$ cat src/hw/rtl/nmea_sc_pkg.sv
// ============================================================================
// NMEA sentence checker package
// Shared character codes, field widths, result and configuration types, and
// the hex digit decoder used by the character step logic.
// ============================================================================
`default_nettype none

package nmea_sc_pkg;

    // Field widths
    localparam int CHAR_W    = 8;
    localparam int FIELD_W   = 6;
    localparam int VERDICT_W = 2;
    localparam int CFG_IDX_W = 2;
    localparam int HEX_W     = 9;

    // Highest field index the counters reach; counts saturate here
    localparam int MAX_FIELDS = 63;
    localparam int SAT_LIMIT  = (MAX_FIELDS < 63) ? MAX_FIELDS : 63;
    localparam logic [FIELD_W-1:0] SAT_COUNT = FIELD_W'(SAT_LIMIT);

    // Character codes
    localparam logic [CHAR_W-1:0] CH_STAR  = 8'h2A;
    localparam logic [CHAR_W-1:0] CH_COMMA = 8'h2C;
    localparam logic [CHAR_W-1:0] CH_CR    = 8'h0D;
    localparam logic [CHAR_W-1:0] CH_LF    = 8'h0A;
    localparam logic [CHAR_W-1:0] CH_NUL   = 8'h00;

    // Configuration register indexes
    localparam logic [CFG_IDX_W-1:0] REG_SELECTED_FIELD = 2'd0;
    localparam logic [CFG_IDX_W-1:0] REG_CHECKSUM_FIELD = 2'd1;

    // Verdict codes
    typedef enum logic [VERDICT_W-1:0] {
        VERDICT_GOOD   = 2'd0,
        VERDICT_BAD    = 2'd1,
        VERDICT_ABSENT = 2'd2
    } t_verdict;

    // Configuration registers as seen by the step logic
    typedef struct packed {
        logic [FIELD_W-1:0] selected_field;
        logic [FIELD_W-1:0] checksum_field;
    } t_cfg;

    // One result beat
    typedef struct packed {
        logic               field_char_valid;
        logic [CHAR_W-1:0]  field_char;
        logic               done_res;
        logic [CHAR_W-1:0]  checksum;
        logic [FIELD_W-1:0] data_field_count;
        logic [VERDICT_W-1:0] verdict;
    } t_result;

    // Decoded hex digit: ok flags a digit, value holds its weight
    typedef struct packed {
        logic       ok;
        logic [3:0] value;
    } t_hex_digit;

    function automatic t_hex_digit hex_digit(input logic [CHAR_W-1:0] c);
        t_hex_digit d;
        d.ok    = 1'b1;
        d.value = 4'd0;
        if (c >= 8'h30 && c <= 8'h39) begin
            d.value = 4'(c - 8'h30);
        end else if (c >= 8'h41 && c <= 8'h46) begin
            d.value = 4'(c - 8'h37);
        end else if (c >= 8'h61 && c <= 8'h66) begin
            d.value = 4'(c - 8'h57);
        end else begin
            d.ok = 1'b0;
        end
        return d;
    endfunction

endpackage

`default_nettype wire

$ cat src/hw/rtl/nmea_sc_step.sv
// ============================================================================
// NMEA sentence checker step logic
// Holds the per-sentence state and works out one result beat per accepted
// character: XOR checksum, comma count, field streaming and hex parsing.
// ============================================================================
`default_nettype none

module nmea_sc_step (
    input  wire logic                          i_clk,
    input  wire logic                          i_rst_n,
    input  wire logic                          i_accept,
    input  wire logic [nmea_sc_pkg::CHAR_W-1:0] i_char_in,
    input  wire logic                          i_last,
    input  wire nmea_sc_pkg::t_cfg             i_cfg,
    output nmea_sc_pkg::t_result               o_result
);
    import nmea_sc_pkg::*;

    // Sentence state
    logic               r_at_start,    n_at_start;
    logic [CHAR_W-1:0]  r_xor_acc,     n_xor_acc;
    logic               r_xor_stopped, n_xor_stopped;
    logic [FIELD_W-1:0] r_sep_count,   n_sep_count;
    logic [FIELD_W-1:0] r_comma_count, n_comma_count;
    logic               r_star_seen,   n_star_seen;
    logic               r_sel_ended,   n_sel_ended;
    logic [1:0]         r_ck_len,      n_ck_len;
    logic               r_ck_ended,    n_ck_ended;
    logic [HEX_W-1:0]   r_hex_value,   n_hex_value;
    logic               r_hex_stopped, n_hex_stopped;

    logic               is_star;
    logic               is_sep;
    logic               is_end;
    logic               ck_take;
    t_hex_digit         digit;
    logic [CHAR_W+3:0]  hex_wide;

    // Per-character update
    always_comb begin
        n_at_start    = r_at_start;
        n_xor_acc     = r_xor_acc;
        n_xor_stopped = r_xor_stopped;
        n_sep_count   = r_sep_count;
        n_comma_count = r_comma_count;
        n_star_seen   = r_star_seen;
        n_sel_ended   = r_sel_ended;
        n_ck_len      = r_ck_len;
        n_ck_ended    = r_ck_ended;
        n_hex_value   = r_hex_value;
        n_hex_stopped = r_hex_stopped;

        is_star  = (i_char_in == CH_STAR);
        is_sep   = is_star || (i_char_in == CH_COMMA);
        is_end   = is_sep || (i_char_in == CH_NUL);
        ck_take  = 1'b0;
        digit    = hex_digit(i_char_in);
        hex_wide = {r_hex_value[CHAR_W-1:0], digit.value};

        o_result = '0;

        if (r_at_start) begin
            // skip the start mark
            n_at_start = 1'b0;
        end else begin
            // XOR up to the first star, CR or LF
            if (!r_xor_stopped) begin
                if (is_star || i_char_in == CH_CR || i_char_in == CH_LF) begin
                    n_xor_stopped = 1'b1;
                end else begin
                    n_xor_acc = r_xor_acc ^ i_char_in;
                end
            end

            // count commas before the first star
            if (!r_star_seen) begin
                if (is_star) begin
                    n_star_seen = 1'b1;
                end else if (i_char_in == CH_COMMA && r_comma_count < SAT_COUNT) begin
                    n_comma_count = r_comma_count + 1'b1;
                end
            end

            // stream the selected field
            if (!r_sel_ended && r_sep_count == i_cfg.selected_field) begin
                if (is_end) begin
                    n_sel_ended = 1'b1;
                end else begin
                    o_result.field_char_valid = 1'b1;
                    o_result.field_char       = i_char_in;
                end
            end

            // collect the checksum text
            if (!r_ck_ended) begin
                if (r_sep_count == i_cfg.checksum_field) begin
                    if (is_end) begin
                        n_ck_ended = 1'b1;
                    end else begin
                        ck_take = 1'b1;
                    end
                end else if (r_sep_count < i_cfg.checksum_field && is_star) begin
                    ck_take = 1'b1;
                end
            end

            // drop the first text character, parse hex digits after it
            if (ck_take) begin
                if (r_ck_len == 2'd0) begin
                    n_ck_len = 2'd1;
                end else begin
                    n_ck_len = 2'd2;
                    if (!r_hex_stopped) begin
                        if (!digit.ok) begin
                            n_hex_stopped = 1'b1;
                        end else if (r_hex_value[CHAR_W] || hex_wide[CHAR_W+3:CHAR_W] != 4'd0) begin
                            n_hex_value = {1'b1, hex_wide[CHAR_W-1:0]};
                        end else begin
                            n_hex_value = {1'b0, hex_wide[CHAR_W-1:0]};
                        end
                    end
                end
            end

            // advance the field index
            if (is_sep && r_sep_count < SAT_COUNT) begin
                n_sep_count = r_sep_count + 1'b1;
            end
        end

        // report on the last character, then clear the sentence state
        if (i_last) begin
            o_result.done_res         = 1'b1;
            o_result.checksum         = n_xor_acc;
            o_result.data_field_count = n_comma_count;
            if (n_ck_len == 2'd0) begin
                o_result.verdict = VERDICT_ABSENT;
            end else if (n_hex_value == {1'b0, n_xor_acc}) begin
                o_result.verdict = VERDICT_GOOD;
            end else begin
                o_result.verdict = VERDICT_BAD;
            end
            n_at_start    = 1'b1;
            n_xor_acc     = '0;
            n_xor_stopped = 1'b0;
            n_sep_count   = '0;
            n_comma_count = '0;
            n_star_seen   = 1'b0;
            n_sel_ended   = 1'b0;
            n_ck_len      = 2'd0;
            n_ck_ended    = 1'b0;
            n_hex_value   = '0;
            n_hex_stopped = 1'b0;
        end
    end

    // Update state on each accepted beat
    always_ff @(posedge i_clk) begin
        if (!i_rst_n) begin
            r_at_start    <= 1'b1;
            r_xor_acc     <= '0;
            r_xor_stopped <= 1'b0;
            r_sep_count   <= '0;
            r_comma_count <= '0;
            r_star_seen   <= 1'b0;
            r_sel_ended   <= 1'b0;
            r_ck_len      <= 2'd0;
            r_ck_ended    <= 1'b0;
            r_hex_value   <= '0;
            r_hex_stopped <= 1'b0;
        end else if (i_accept) begin
            r_at_start    <= n_at_start;
            r_xor_acc     <= n_xor_acc;
            r_xor_stopped <= n_xor_stopped;
            r_sep_count   <= n_sep_count;
            r_comma_count <= n_comma_count;
            r_star_seen   <= n_star_seen;
            r_sel_ended   <= n_sel_ended;
            r_ck_len      <= n_ck_len;
            r_ck_ended    <= n_ck_ended;
            r_hex_value   <= n_hex_value;
            r_hex_stopped <= n_hex_stopped;
        end
    end

endmodule

`default_nettype wire

$ cat config.mk
export PLATFORM = sky130hd
export DESIGN_NAME = nmea_sc_step
export DESIGN_NICKNAME = d
export VERILOG_FILES = /design/src/hw/rtl/nmea_sc_pkg.sv /design/src/hw/rtl/nmea_sc_step.sv
export SDC_FILE = /design/constraint.sdc
export NUM_CORES = 1
export LEC_CHECK = 0
export BUFFER_PORTS_ARGS = -buffer_cell sky130_fd_sc_hd__buf_2
export CELL_PAD_IN_SITES_DETAIL_PLACEMENT = 0
export CELL_PAD_IN_SITES_GLOBAL_PLACEMENT = 1
export CORE_UTILIZATION = 30
export DETAILED_ROUTE_END_ITERATION = 10
export PLACE_DENSITY_LB_ADDON = 0.1
export SLEW_MARGIN = 0
export SYNTH_ARGS = -nofsm -noshare
export SYNTH_HDL_FRONTEND = slang
export SYNTH_SLANG_ARGS = --single-unit
$ cat constraint.sdc
create_clock -name i_clk -period 5.7 [get_ports i_clk]
set_input_delay 0.855 -clock i_clk [delete_from_list [all_inputs] [get_ports i_clk]]
set_output_delay 0.855 -clock i_clk [all_outputs]
set_load 0.005 [all_outputs]
## Word level (Yosys, flattened, before mapping)

Cells that the tools add are included.
W data, S select, Z words.

| word-level totals | value |
|---|---|
| flip-flop bits (word level) | 37 |
| input bits | 24 |
| output and inout bits | 26 |
| logic and storage cells | 124 |

| cells by class | value |
|---|---|
| $add $sub $neg | 5 |
| $lt $le $gt $ge | 9 |
| eq/ne operators | 9 |
| muxes and demuxes | 64 |
| bitwise gates (word level) | 1 |
| reduce and logical (&&, ||, !) cells | 25 |

Operator list:

| operator | count |
|---|---|
| $mux W9 | 10 |
| $mux W6 | 8 |
| $mux W1 | 33 |
| $mux W8 | 4 |
| $mux W17 | 1 |
| $eq A8 B4 Y1 const B | 2 |
| $eq A8 B6 Y1 const B | 2 |
| $ge A8 B7 Y1 const B | 2 |
| $le A8 B7 Y1 const B | 2 |
| $add A6 B1 Y6 const B | 2 |
| $eq A6 B6 Y1 | 2 |
| $lt A6 B6 Y1 const B | 2 |
| $mux W4 | 3 |
| $mux W2 | 5 |
| $eq A9 B8 Y1 | 1 |
| $ge A8 B6 Y1 const B | 1 |
| $le A8 B6 Y1 const B | 1 |
| $logic_not A8 Y1 | 1 |
| $reduce_and A4 Y1 | 2 |
| $reduce_bool A2 Y1 | 4 |
| $sub A4 B3 Y4 const B | 2 |
| $xor A8 B8 Y8 | 1 |
| $logic_and A1 B1 Y1 | 7 |
| $lt A6 B6 Y1 | 1 |
| other kinds (8) | 14 |

## Depth between registers and ports, before layout

| depth | value |
|---|---|
| word-level depth | 15 |
| gate-level depth with buffers | 11 |
| gate-level depth less buffers | 10 |

## Least setup slack after synthesis

Ideal clock, no wire load.

| path | value |
|---|---|
| path kind | input to output |
| from | input i_cfg[5] (netlist name) |
| to | output o_result[0] (netlist name) |
| arrival | 3.010 ns |
| required time | 4.845 ns |
| slack | 1.835 ns |
| stages on the path | 10 |
| path buffers | 0 |
| cells stage by stage | inv_1 > ha_1 > nand4_1 > nor2_1 > nand4b_1 > a211oi_4 > mux2i_1 > xnor2_1 > nand4_1 > o311a_1 |

RTL lines:

| what | line | RTL |
|---|---|---|
| start, declared | nmea_sc_step.sv:14 | `input wire nmea_sc_pkg::t_cfg i_cfg,` |
| end, declared | nmea_sc_step.sv:15 | `output nmea_sc_pkg::t_result o_result` |

==> metrics.txt <==
commonest non-fill, non-tap cell in the layout buf_2; H-tree depth 2; Max Clock Freq 222 MHz; total track usage 17.2%; pin count of the biggest net entering global routing 33; Chip Height 100 µm; status completed; clk_lat worst skew 290 ps; routed len/inst 15.4 µm; critical path's slowest cell a211oi_4; max cap viols 0; flops & latches, synth 37; Num CTS Buffers 5; layout net count 456; ANT nets after route 0; Power Total 0.529 mW; Reg clk slew, reported paths 70 ps; DRT Wirelength 8.44 mm; Final setup viols 0; min-delay src r_sel_ended$_SDFFE_PN0P_; synthesized cell area 2890 µm²; post-CTS setup buffer count 0; register area share after synthesis 25.6%; placer congestion estimate 0.782; layout filler cell count 1050; Post-synth ARST share 0%; Inst Count DP 541; pre-CTS WS 1170 ps; Primary FF master, synth dfxtp_1; setup TNS 0 ps; post-synth top area share 25.6%; vias in the first global route 2550; minimum clock period 4510 ps; number of synthesized flops with an enable pin 0; PD cells 160 nW/µm²; dpl hpwl 6.17 mm; Clock Skews 4.84 ps; syn_nets 418; fin cells 549; reg2reg start r_sep_count[0]$_SDFFE_PN0P_; type of the worst min-delay path flop to flop; CTS tree built; Cell Rows 35; Slew @ Worst Pin 1130 ps; pins over their slew limit 0; initial core utilization 31.2%; Avg Cell Area, Syn 7.60 µm²; most frequent cells in the layout 49 x buf_2, 46 x nor2_1, 37 x dfxtp_1; CP startpoint kind primary input; Critical Path Source i_char_in[1]; critical-path cell list buf_2, inv_1, ha_1, o21bai_1, a21oi_1, nor2b_1, a211oi_4, mux2i_1, xnor2_1, nand3_1, o311a_1, buf_2; Boundary Pins 50; post-CTS sizing 0; Critical path buffers and inverters 3; setup ws final 1190 ps; Yosys top cell by area dfxtp_1; port bufs 49; Max-slew headroom 24.7%; Area contributors post-synth dfxtp_1 26%, nor2_1 6.0%, a21oi_1 5.9%; Crit. End Element output port; Max clock buf depth 2; vias post-DR 2739; core area 9280 µm²; gr ovfl total 0; clock tree root buffer cell clkbuf_8; first-pass GRT wire length 13.5 mm; Critical Path RT 4850 ps; antenna cell count 0; DRC Markers 0; Tcrit/Tclk final 79.1%; Netlist cell types 55; VDD IR max 67.7 µV; Crit path largest cell delay 570 ps; CTS sink count 37; WP data arrival 3660 ps; Die Width 100 µm; DRT Pass-1 Iters 4; die area 10000 µm²; Crit path max-delay family compound AO/OA/AOI/OAI gates; CTS Hold Buffers Added 0; critical path class primary input to output port; RSZ-0062 raised after global routing false; most used cell, CP buf_2; worst-path maximum fanout 10; final hold vios 0; Layout area overhead 14.3%; vias per cell 4.99; Syn. warnings 0; DRT iter0 DRCs 118; initial antenna violation count 0; static leakage 1.28 nW; share of layout cells above drive strength 1 14.8%; Syn Inst Count 381
## per-stage QoR
step           cell area, µm²  utilization (%)  hold WS (ps)
5_1_grt                  3310             35.6           544
3_3_place_gp             3230             34.8           480
2_1_floorplan            2890                -           437
3_5_place_dp             3230             34.8           479
6_report                 3310             35.6           501
4_1_cts                  3310             35.6           497
## registers in the layout, summed over array words and instances, names as in the netlist
signal	count
r_at_start	1
r_ck_ended	1
r_ck_len	2
r_comma_count	6
r_hex_stopped	1
r_hex_value	9
r_sel_ended	1
r_sep_count	6
r_star_seen	1
r_xor_acc	8
r_xor_stopped	1
## routing by layer
metal	track usage (%)	share of wire, %	wire, µm
met3	2.23	3.6	304
met5	0	0	0
met1	24.1	51	4310
met4	4.35	0.77	65
met2	27.9	45	3760
## final cells by class
| cell class | instances | area (µm²) | share of cell area, % |
|---|---|---|---|
| Multi-Input combinational cell | 308 | 2010 | 60.7 |
| Sequential cell | 37 | 741 | 22.4 |
| Timing Repair Buffer | 50 | 253 | 7.64 |
| Tap cell | 129 | 161 | 4.88 |
| Clock buffer | 8 | 80.1 | 2.42 |
| Inverter | 17 | 63.8 | 1.93 |
## power by group
group	total, mW	switching, mW	internal (mW)
Sequential	0.264	0.00344	0.260
Combinational	0.0846	0.0545	0.0301
Clock	0.181	0.0943	0.0870
## logic make-up after synthesis
| kind of cell | share of synthesized area (%) |
|---|---|
| multiplexers | 4.50 |
| XOR/XNOR | 9.08 |
| adder cells (fa/ha/maj) | 5.62 |
| flip-flops | 25.6 |
| buffers and inverters | 4.97 |
| AO/OA/AOI/OAI | 18.7 |
| AND/OR/NAND/NOR | 31.6 |
## tightest hold or removal path: stages, from the launching register on
cell,delay (ps)
dfxtp_1,350
a21oi_1,50
nor2_1,70
## Yosys cell counts (8+ instances only)
| cell type | n |
|---|---|
| a21oi_1 | 34 |
| and2_1 | 18 |
| clkbuf_1 | 11 |
| dfxtp_1 | 37 |
| ha_1 | 13 |
| inv_1 | 16 |
| mux2i_1 | 13 |
| nand2_1 | 30 |
| nand3_1 | 8 |
| nor2_1 | 46 |
| nor2b_1 | 19 |
| nor3_1 | 12 |
| o21ai_0 | 8 |
| o2bb2ai_1 | 8 |
| xnor2_1 | 14 |
| xor2_1 | 16 |
## final timing paths
path,to,slack [ps],cells after the start
setup reg to reg,r_hex_value[5]$_SDFFE_PN0P_,2840,10
setup / recovery,o_result[0],1190,12
hold reg to reg,r_sel_ended$_SDFFE_PN0P_,500,2
hold / removal,r_sel_ended$_SDFFE_PN0P_,500,2
No activity file was read; power rests on OpenSTA's default activity.
